<file path="src/rtl/core/kway_pair_merge_defines.svh">
// ----------------------------------------------------------------------------
// kway_pair_merge_defines
// Assertion macros for the k-way pair merge block.
// ----------------------------------------------------------------------------
`ifndef KWAY_PAIR_MERGE_DEFINES_SVH
`define KWAY_PAIR_MERGE_DEFINES_SVH

// Checked at every edge outside reset.
`define KPM_ASSERT(lbl, prop, msg) \
	lbl: assert property (@(posedge clk) disable iff (!arst_n) prop) else $error(msg);

// Checked at every edge, reset included.
`define KPM_ASSERT_ALWAYS(lbl, prop, msg) \
	lbl: assert property (@(posedge clk) prop) else $error(msg);

`endif

</file>
<file path="src/rtl/core/kpm_pkg.sv">
`timescale 1ns / 1ps
// ----------------------------------------------------------------------------
// kpm_pkg
// Shared types and constants of the k-way pair merge block.
// ----------------------------------------------------------------------------
package kpm_pkg;

	localparam int unsigned MAX_RUNS_DEF = 64;
	localparam int unsigned RUN_W        = 8;   // holds any run index up to 255
	localparam int unsigned LIM_W        = 9;   // holds a run count up to 256
	localparam int unsigned DATA_W       = 64;
	localparam logic [6:0]  RUNS_RESET   = 7'd64;

	localparam logic [1:0] KIND_LOAD   = 2'd0;
	localparam logic [1:0] KIND_START  = 2'd1;
	localparam logic [1:0] KIND_REFILL = 2'd2;
	localparam logic [1:0] KIND_SPARE  = 2'd3;   // unused kind, ignored

	typedef enum logic [1:0] {
		ST_IDLE,
		ST_SCAN,
		ST_PEND
	} state_t;

	// search token handed from cell to cell
	typedef struct packed {
		logic              vld;
		logic              found;
		logic [DATA_W-1:0] key;
		logic [DATA_W-1:0] value;
		logic [RUN_W-1:0]  run;
	} tok_t;

	// head write broadcast to all cells
	typedef struct packed {
		logic              en;
		logic              present;
		logic [RUN_W-1:0]  run;
		logic [DATA_W-1:0] key;
		logic [DATA_W-1:0] value;
	} wr_t;

	// head clear broadcast after an emit
	typedef struct packed {
		logic             en;
		logic [RUN_W-1:0] run;
	} clr_t;

	function automatic logic pair_before(input logic [DATA_W-1:0] ka,
		input logic [DATA_W-1:0] va, input logic [DATA_W-1:0] kb,
		input logic [DATA_W-1:0] vb);
		return (ka < kb) || ((ka == kb) && (va < vb));
	endfunction

endpackage

</file>
<file path="src/rtl/core/kpm_cell.sv">
`timescale 1ns / 1ps
// ----------------------------------------------------------------------------
// kpm_cell
// One run head plus one compare stage of the search chain.
// ----------------------------------------------------------------------------
module kpm_cell #(
	parameter int unsigned IDX = 0
) (
	input  logic                     clk,
	input  logic                     arst_n,
	input  logic [kpm_pkg::LIM_W-1:0] lim,
	input  kpm_pkg::wr_t             wr,
	input  kpm_pkg::clr_t            clr,
	input  kpm_pkg::tok_t            tok_i,
	output kpm_pkg::tok_t            tok_o
);

	logic                         valid_q;
	logic [kpm_pkg::DATA_W-1:0]   key_q;
	logic [kpm_pkg::DATA_W-1:0]   value_q;
	kpm_pkg::tok_t                tok_q;
	logic                         active;
	logic                         take;

	assign active = (kpm_pkg::LIM_W'(IDX) < lim);
	assign take   = valid_q && active &&
		(!tok_i.found || kpm_pkg::pair_before(key_q, value_q, tok_i.key, tok_i.value));

	always_ff @(posedge clk or negedge arst_n) begin
		if (!arst_n) begin
			valid_q <= 1'b0;
		end else if (wr.en && (wr.run == kpm_pkg::RUN_W'(IDX)) && active) begin
			valid_q <= wr.present;
		end else if (clr.en && (clr.run == kpm_pkg::RUN_W'(IDX))) begin
			valid_q <= 1'b0;
		end
	end

	always_ff @(posedge clk) begin
		if (wr.en && wr.present && (wr.run == kpm_pkg::RUN_W'(IDX)) && active) begin
			key_q   <= wr.key;
			value_q <= wr.value;
		end
	end

	// advance the token, replacing the best so far where this head wins
	always_ff @(posedge clk or negedge arst_n) begin
		if (!arst_n) begin
			tok_q <= '0;
		end else begin
			tok_q.vld <= tok_i.vld;
			if (take) begin
				tok_q.found <= 1'b1;
				tok_q.key   <= key_q;
				tok_q.value <= value_q;
				tok_q.run   <= kpm_pkg::RUN_W'(IDX);
			end else begin
				tok_q.found <= tok_i.found;
				tok_q.key   <= tok_i.key;
				tok_q.value <= tok_i.value;
				tok_q.run   <= tok_i.run;
			end
		end
	end

	assign tok_o = tok_q;

endmodule

</file>
<file path="config.mk">
export PLATFORM = sky130hd
export DESIGN_NAME = kpm_cell
export DESIGN_NICKNAME = d
export VERILOG_FILES = /design/src/rtl/core/kway_pair_merge_defines.svh /design/src/rtl/core/kpm_pkg.sv /design/src/rtl/core/kpm_cell.sv
export SDC_FILE = /design/constraint.sdc
export NUM_CORES = 1
export LEC_CHECK = 0
export BUFFER_PORTS_ARGS = -buffer_cell sky130_fd_sc_hd__clkbuf_2
export CAP_MARGIN = 20
export CORE_MARGIN = 10
export CORE_UTILIZATION = 32
export DETAILED_ROUTE_END_ITERATION = 7
export HOLD_SLACK_MARGIN = 0.02
export MAX_ROUTING_LAYER = met4
export PLACE_DENSITY = 0.55
export SYNTH_ARGS = -nofsm -noshare
export SYNTH_HDL_FRONTEND = slang
export SYNTH_SLANG_ARGS = --single-unit
</file>
<file path="constraint.sdc">
create_clock -name clk -period 4.8 [get_ports clk]
set_input_delay 0.96 -clock clk [delete_from_list [all_inputs] [get_ports clk]]
set_output_delay 0.96 -clock clk [all_outputs]
set_load 0.05 [all_outputs]
</file>
Yosys cells after proc, flatten, opt, wreduce, memory -nomap -nowiden
Cells that the tools add are included.

operators by class
  magnitude comparators = 3
  eq/ne operators = 1
  multiplexer cells = 3
  reduce and logical (&&, ||, !) cells = 15

operators with widths
  cell                  number
  $mux W137             1
  $lt A64 B64 Y1        2
  $eq A64 B64 Y1        1
  $logic_not A8 Y1      2
  $logic_and A1 B1 Y1   9
  $lt A1 B9 Y1 const A  1
  $logic_or A1 B1 Y1    2
  $mux W1               2
  $reduce_bool A2 Y1    1
  $logic_not A1 Y1      1

storage, ports and cells
  flip-flop bits (word level) = 267
  output and inout bits = 138
  logic and storage cells = 30

Longest topological paths before layout
Gate-level depths: netlist (run 1).

  depth after elaboration = 6
  depth in mapped cells = 13
  gate-level depth less buffers = 10

Worst setup path after synthesis (run 1)
Ideal clock, no wire load.

  path kind = input -> register
  start point = input wr[130] (netlist name)
  end point = register key_q[0] (netlist name), enable pin
  setup time = 0.618 ns
  arrival time = 6.741 ns
  data required time = 4.182 ns
  path slack = -2.560 ns
  stages = 3
  path buffers = 0
  cells stage by stage = nor4b_1 > nand4_1 > nor2_1

on the way
  word-level cells in the longest chain between the ends = 3

ends and longest elaborated chain
  what                               line            text
  from (decl)                        kpm_cell.sv:12  input kpm_pkg::wr_t wr,
  $logic_not A8 Y1                   kpm_cell.sv:40  if (wr.en && wr.present && (wr.run == kpm_pkg::RUN_W'(IDX)) && active) begin
  $logic_and A1 B1 Y1 (2 in series)  kpm_cell.sv:40
  to (signal assigned)               kpm_cell.sv:41  key_q <= wr.key;
  to (decl)                          kpm_cell.sv:19  logic [kpm_pkg::DATA_W-1:0] key_q;

Every way passes these cells.
A chain may end at the register's enable or synchronous reset.

Worst setup path after layout (run 1)
  start point = input tok_i[95] (netlist name)
  end point = register tok_q, in the netlist tok_o[24]

on the way
  word-level cells in the longest chain between the ends = 6

ends and longest elaborated chain
  what                                                                    line            text
  from (decl)                                                             kpm_cell.sv:14  input kpm_pkg::tok_t tok_i,
  parallel branches: the longest is 2 deep, another holds $lt A64 B64 Y1  n/a
  $logic_or A1 B1 Y1 (*)                                                  kpm_pkg.sv:52   return (ka < kb) || ((ka == kb) && (va < vb));
  $logic_or A1 B1 Y1 (*)                                                  kpm_cell.sv:27  (!tok_i.found || kpm_pkg::pair_before(key_q, value_q, tok_i.key, tok_i.value));
  $logic_and A1 B1 Y1 (*)                                                 kpm_cell.sv:26  assign take = valid_q && active &&
  $mux W137 (*)                                                           kpm_cell.sv:52  if (take) begin
  to (decl)                                                               kpm_cell.sv:21  kpm_pkg::tok_t tok_q;

Every way passes the cells marked *.

==> key figures, run 1 <==
Outcome
  – Status: completed

STA
  – Fmax achieved: around 270 MHz
  – Fin crit period: 3.75 ns
  – Relative slew slack: 0.419
  – Final setup violation count: 0
  – Setup WS post-layout: 1.05 ns
  – Fin crit share: 0.781
  – Slew @ Worst Pin: 0.871 ns
  – Setup_tns: 0 ns
  – Clock skew: between 0.01 and 0.015 ns
  – Slew Viols, Final: 0
  – Unrepaired setup endpoints after global routing: no
  – Final hold viol count: 0

Clocking
  – CTS Root Cell: clkbuf_16
  – Worst-skew pair later-pin latency: 0.53 ns
  – Post-CTS Setup Inserts: 0
  – CTS Buffer Depth: 3
  – CTS Buf Count: 34
  – CTS Hold Bufs: 0
  – CTS resizes: 0
  – TritonCTS clock tree: done
  – Htree depth: 2
  – Clock-pin slew on the worst setup and hold paths: 0.06 ns
  – Clock tree sinks: roughly 270

GRT
  – First-pass GRT wire length: 57.3 mm
  – M2 GR Usage: 0.273
  – Largest net degree at the start of global routing: 130
  – GR Util All Layers: 0.164
  – Initial antenna violation count: 5
  – Number of global-route vias before repair: 9666
  – GRT busiest layer: met2
  – M3 GR Usage: 0.0511
  – GR Overflow Total: 0
  – M1 GR Usage: 0.182

Power and ir drop
  – Leak Pwr: 7.86 nW
  – Pwr/cell area: 354 mW/mm²
  – Switching power: 1.50 mW
  – Worst vdd rail ir drop: 269 µV
  – Int Power: around 4.3 mW
  – Reg power frac: 0.430
  – Sw frac: 0.259
  – Comb power frac: 0.131
  – Clk pwr share: 0.439

Synthesis
  – Post-synth top flop: dfrtp_1
  – Sequential area share after synthesis: 0.592
  – Net Count, Synth: 1326
  – Flops & latches, synth: 267
  – Netlist Area Pre-Place: 0.0124 mm²
  – Post-synthesis instance total: 903
  – Top-area cell type share of the netlist area: 0.311
  – Synth area leaders: edfxtp_1 31%, dfrtp_1 28%, ha_1 13%
  – Largest area contributor in the netlist: edfxtp_1
  – Number of synthesized flops with an enable pin: 128
  – Asr flop ratio synth: 0.521
  – Post-synth cell types: 38
  – Synthesized area per cell: 13.7 µm²
  – Synth warn: 0

Die
  – Boundary Pins: 434
  – Chip width: ~220 µm
  – Core area: 0.0379 mm²
  – Die height: 217 µm
  – # rows: 71
  – Die area: 0.0469 mm²
  – Initial core utilization: 0.326

Placed design
  – IO buf count: 433
  – Final Wtd Congestion: a little over 0.8
  – Placement Setup Slack: 0.463 ns
  – Hpwl dp: just under 30 mm

Detailed routing
  – Remaining DRCs: 0
  – ANT nets after route: 0
  – Vias: 8567
  – Initial DRC count: ~390
  – First-pass detailed-route iteration total: 4
  – Vias per cell: 4.49
  – Routed len/inst: 19.8 µm
  – WL final: ~38 mm

Hold path
  – Worst Hold Class: in -> async

Flow run
  – Max-cap violations: 0

Final layout
  – Most frequent cells in the layout: 432 x clkbuf_2, 140 x inv_1, 139 x dfrtp_1, 128 x edfxtp_1, 127 x ha_1
  – Final net count: 1788
  – Commonest non-fill, non-tap cell in the layout: clkbuf_2
  – Proportion of layout cells with a drive suffix above 1: 0.453
  – Util after Layout: 0.431
  – Syn-to-layout area delta: 32.2%

Worst setup path
  – Worst setup SP type: input pin
  – Worst EP required: around 5.2 ns
  – CP max FO: 43
  – Crit end category: register
  – Worst path arrival time: 4.16 ns
  – Worst setup path end: tok_o[24]
  – Critical R2R Launch: key_q[23]
  – Worst R2R Setup Slack: 1.20 ns
  – CP startpoint: tok_i[95]
  – RR Endpoint: tok_o[24]
  – FF-to-FF path depth: 9
  – Critical path type: in -> reg
stage by stage:
stage	power [mW]	hold slack, ns	std cells	area [µm²]
floorplan	3.00	0.481	903	12400
global placement	3.30	0.488	1840	15200
detailed placement	3.31	0.498	1840	15200
CTS	5.90	0.503	1902	16300
global route	6.05	0.519	1907	16400
finish	5.79	0.499	1907	16400
sequential cells by signal, indices dropped and copies added, names as in the netlist:
name,cells
value_q,64
key_q,64
tok_o,138
valid_q,1
synthesized netlist by cell type, types with 2 or more instances:
master and count:
o21ai_0 20, buf_6 6, mux2_4 32, nand2_1 34, a211oi_1 7, a221oi_1 6, nor4_1 5, nor2b_1 4
nand3_1 13, nand4_2 2, a21o_1 9, nor2_1 27, dfrtp_1 139, o221ai_1 2, ha_1 127, edfxtp_1 128
buf_2 9, a21oi_1 46, mux2_2 96, nor3_1 9, inv_1 140, nand4_1 22, o211ai_1 2, nor4b_1 2
and4_1 3
critical path: stages:
cell	delay, ns
clkbuf_2	0.09
inv_1	0.04
ha_1	0.30
nand4_1	0.24
nor4_1	0.53
nand4_1	0.28
nor3_1	0.31
o211ai_1	0.24
o221ai_4	0.39
buf_12	0.35
mux2_2	0.38
cells by family (layout without fill, tap and decap cells):
family                   Yosys count  in the layout  synth area share
AND/OR/NAND/NOR                  125            125            0.0519
multiplexers                     128            128             0.126
adder cells (fa/ha/maj)          127            127             0.128
buffers and inverters            155            643            0.0516
other                              0              5                 0
flip-flops                       267            267             0.592
AO/OA/AOI/OAI                    101            101            0.0501
worst min path at each step:
stage,from,endpoint,slack [ns],cells past startpoint
after floorplan,key_q[0],tok_o[72],0.48,1
after global placement,value_q[63],tok_o[71],0.49,1
after detailed placement,value_q[4],tok_o[12],0.50,1
after CTS,tok_i[137],tok_o[137],0.50,1
after global routing,tok_i[137],tok_o[137],0.52,1
final,arst_n,tok_o[123],0.50,1
power groups by stage:
stage | logic, mW | registers, mW | clock network, mW
finish | 0.760 | 2.49 | 2.54
global route | 0.829 | 2.49 | 2.72
CTS | 0.776 | 2.49 | 2.64
detailed placement | 0.772 | 2.53 | 0
global placement | 0.765 | 2.53 | 0
floorplan | 0.241 | 2.75 | 0
final cells by class:
type | instances | area [µm²]
fill | 3538 | 21600
sequential | 267 | 7320
multi-input combinational | 481 | 4430
timing repair buffer | 441 | 2310
clock buffer | 49 | 1020
tap | 511 | 639
inverter | 140 | 526
clock inverter | 13 | 100
antenna | 5 | 12.5
layer usage:
layer | share of wire | wire length, µm
met1 | 0.40 | 15100
met2 | 0.50 | 18700
met3 | 0.077 | 2900
met4 | 0.028 | 1040
met5 | 0 | 0
Power figures use the tool's default switching activity.
==> inputs of run 2 (changes only) <==
--- a/config.mk
+++ b/config.mk
@@ -12,7 +12,7 @@
 export DETAILED_ROUTE_END_ITERATION = 7
 export HOLD_SLACK_MARGIN = 0.02
 export MAX_ROUTING_LAYER = met4
-export PLACE_DENSITY = 0.55
+export PLACE_DENSITY = 0.57
 export SYNTH_ARGS = -nofsm -noshare
 export SYNTH_HDL_FRONTEND = slang
 export SYNTH_SLANG_ARGS = --single-unit
==> constraint.sdc (replaced) <==
create_clock -name clk -period 3.26 [get_ports clk]
set_input_delay 0.652 -clock clk [delete_from_list [all_inputs] [get_ports clk]]
set_output_delay 0.652 -clock clk [all_outputs]
set_load 0.05 [all_outputs]
==> run 2 against run 1 <==
Clock skew increased by 0.013 ns. Non-clock buffer count increased by 41. Cell area increased by 2.9%. Worst hold slack got worse by 0.39 ns. Critical path depth unchanged. Via count increased by 1.6%. First-iteration DRC count decreased by 4.8%. Clock power increased by 43%. Final cell count increased by 2.3%. Sequential share of layout area decreased by 1.3 points. Worst setup slack got worse by 0.82 ns. Wire length increased by 2.6%. Highest routed layer unchanged.
==> key figures, run 2 (same netlist as run 1, synthesis figures left out) <==
Outcome
  – Status: completed (unchanged)

Power and ir drop
  – Worst vdd rail ir drop: 317 µV (was 269 µV)
  – Tot Pwr: 8.46 mW (was 5.79 mW)
  – Leak Pwr: 8.10 nW (was 7.86 nW)
  – Pwr/cell area: 503 mW/mm² (was 354 mW/mm²)

Worst setup path
  – Worst setup SP type: register (was input pin)
  – Largest stage delay, worst path: 0.42 ns (was 0.53 ns)
  – Crit end category: register (unchanged)
  – Critical path type: reg -> reg (was in -> reg)
  – Critical path's top delay family: simple AND/OR/NAND/NOR gates (unchanged)
  – Crit-path slowest cell: edfxtp_1 (was nor4_1)
  – Critical path buffer and inverter count: 3 (unchanged)
  – CP Cell Sequence: ha_1 -> nand4_1 -> nor3_1 -> buf_4 -> nand4_1 -> nor3_2 -> o211ai_1 -> o221ai_4 -> buf_12 -> buf_12 -> mux2_2 (was clkbuf_2 -> inv_1 -> ha_1 -> nand4_1 -> nor4_1 -> nand4_1 -> nor3_1 -> o211ai_1 -> o221ai_4 -> buf_12 -> mux2_2)
  – Worst path arrival time: 3.42 ns (was 4.16 ns)
  – CP max FO: 18 (was 43)
  – Worst EP required: 3.66 ns (was 5.21 ns)

STA
  – Setup_tns: 0 ns (unchanged)
  – Final hold viol count: 0 (unchanged)
  – Hold slack: 0.111 ns (was 0.499 ns)
  – Setup WS post-layout: 0.233 ns (was 1.05 ns)
  – Fmax achieved: 330 MHz
  – Fin crit share: 0.928
  – Relative slew slack: 0.481 (was 0.419)
  – Slew Viols, Final: 0 (unchanged)
  – Clock skew: 0.0242 ns (was 0.0108 ns)
  – Final setup violation count: 0 (unchanged)
  – Slew @ Worst Pin: 0.777 ns (was 0.871 ns)
  – Fin crit period: 3.03 ns
  – Unrepaired setup endpoints after global routing: no (unchanged)

Clocking
  – CTS Root Cell: clkbuf_16 (unchanged)
  – Worst-skew pair later-pin latency: 0.53 ns (about the same)
  – CTS Buf Count: 34 (unchanged)
  – CTS Buffer Depth: 3 (unchanged)
  – CTS Hold Bufs: 0 (unchanged)
  – Clock tree sinks: 267 (unchanged)
  – Clock-pin slew on the worst setup and hold paths: 0.05 ns (was 0.06 ns)
  – TritonCTS clock tree: done (unchanged)
  – Htree depth: 2 (unchanged)

GRT
  – Number of global-route vias before repair: 9851 (was 9666)
  – GR Util All Layers: 0.168 (was 0.164)
  – M1 GR Usage: 0.187 (was 0.182)
  – GR Overflow Total: 0 (unchanged)
  – First-pass GRT wire length: 58.8 mm (was 57.3 mm)
  – Largest net degree at the start of global routing: 60 (was 130)
  – Initial antenna violation count: 9 (was 5)
  – GRT busiest layer: met2 (unchanged)
  – M2 GR Usage: 0.286 (was 0.273)
  – M3 GR Usage: 0.0453 (was 0.0511)

Die
  – # rows: 71 (unchanged)
  – Die area: 0.0469 mm² (unchanged)
  – Die height: 217 µm (unchanged)
  – Boundary Pins: 434 (unchanged)
  – Core area: 0.0379 mm² (unchanged)
  – Chip width: 217 µm (unchanged)
  – Initial core utilization: 0.326 (unchanged)

Final layout
  – Final Cell Area: 0.0168 mm² (was 0.0164 mm²)
  – Syn-to-layout area delta: 36.1% (was 32.2%)
  – Util after Layout: 0.444 (was 0.431)
  – Commonest non-fill, non-tap cell in the layout: clkbuf_2 (unchanged)
  – Final cell count without fillers: 1951 (was 1907)
  – Final net count: 1829 (was 1788)
  – Proportion of layout cells with a drive suffix above 1: 0.472 (was 0.453)
  – Fill count: 3574 (was 3538)
  – Max reg flops: 138 (unchanged)
  – Most frequent cells in the layout: 432 x clkbuf_2, 140 x inv_1, 139 x dfrtp_1, 128 x edfxtp_1, 126 x ha_1 (was 432 x clkbuf_2, 140 x inv_1, 139 x dfrtp_1, 128 x edfxtp_1, 127 x ha_1)

Detailed routing
  – Routed len/inst: 19.9 µm (was 19.8 µm)
  – WL final: 38.7 mm (was 37.8 mm)
  – Remaining DRCs: 0 (unchanged)
  – First-pass detailed-route iteration total: 7 (was 4)
  – Initial DRC count: 373 (was 392)
  – Vias per cell: 4.46 (was 4.49)
  – ANT nets after route: 0 (unchanged)
  – Vias: 8705 (was 8567)

Flow run
  – Max-cap violations: 0 (unchanged)

Placed design
  – Placement Setup Slack: -0.510 ns (was 0.463 ns)
  – IO buf count: 433 (unchanged)
  – Placed cell area: 0.0157 mm² (was 0.0152 mm²)
  – Hpwl dp: 31.6 mm (was 29.7 mm)
  – Final Wtd Congestion: 0.816 (was 0.818)
  – Placed cells: 1880 (was 1840)

Hold path
  – Worst Hold Class: in -> async (unchanged)
[run 2: power breakdown]
part | internal, mW | switching [mW] | leakage, nW | total [mW]
Clock | 2.19 | 1.45 | 0.539 | 3.63
Combinational | 0.448 | 0.712 | 4.79 | 1.16
Sequential | 3.63 | 0.0375 | 2.77 | 3.67
Total | 6.27 | 2.19 | 8.10 | 8.46
[run 2: cell type report]
cell class / count / area, µm² / share of cell area
Clock inverter: 15 / 110 / 0.00654
Multi-Input combinational cell: 481 / 4490 / 0.267
Tap cell: 511 / 639 / 0.0380
Timing Repair Buffer: 482 / 2740 / 0.163
Clock buffer: 46 / 978 / 0.0581
Sequential cell: 267 / 7320 / 0.435
Antenna cell: 9 / 22.5 / 0.00134
Inverter: 140 / 526 / 0.0312
[run 2: layer usage]
| layer | vias to the layer above | part of all wire |
|---|---|---|
| met5 | - | 0 |
| met4 | 0 | 0.024 |
| met3 | 46 | 0.063 |
| met2 | 271 | 0.51 |
| met1 | 4142 | 0.40 |
| li1 | 4246 | - |
[run 2: path summary, 6_finish.rpt]
path / slack, ns / depth (start not counted) / from / endpoint
setup / recovery: 0.23 / 11 / key_q[46] / tok_o[76]
hold / removal: 0.11 / 1 / arst_n / tok_o[122]
setup reg to reg: 0.23 / 11 / key_q[46] / tok_o[76]
hold reg to reg: 0.51 / 1 / value_q[63] / tok_o[71]
max in group asynchronous: 2.35 / 2 / arst_n / tok_o[65]
min in group clk: 0.25 / 1 / tok_i[137] / tok_o[137]
[run 2: what timing repair did]
| item | in CTS | in global routing |
|---|---|---|
| buffers inserted | 0 | 1 |
| resized for setup | 2 | 8 |
| setup endpoints to repair | 128 | 134 |
| pin swaps | 0 | 3 |
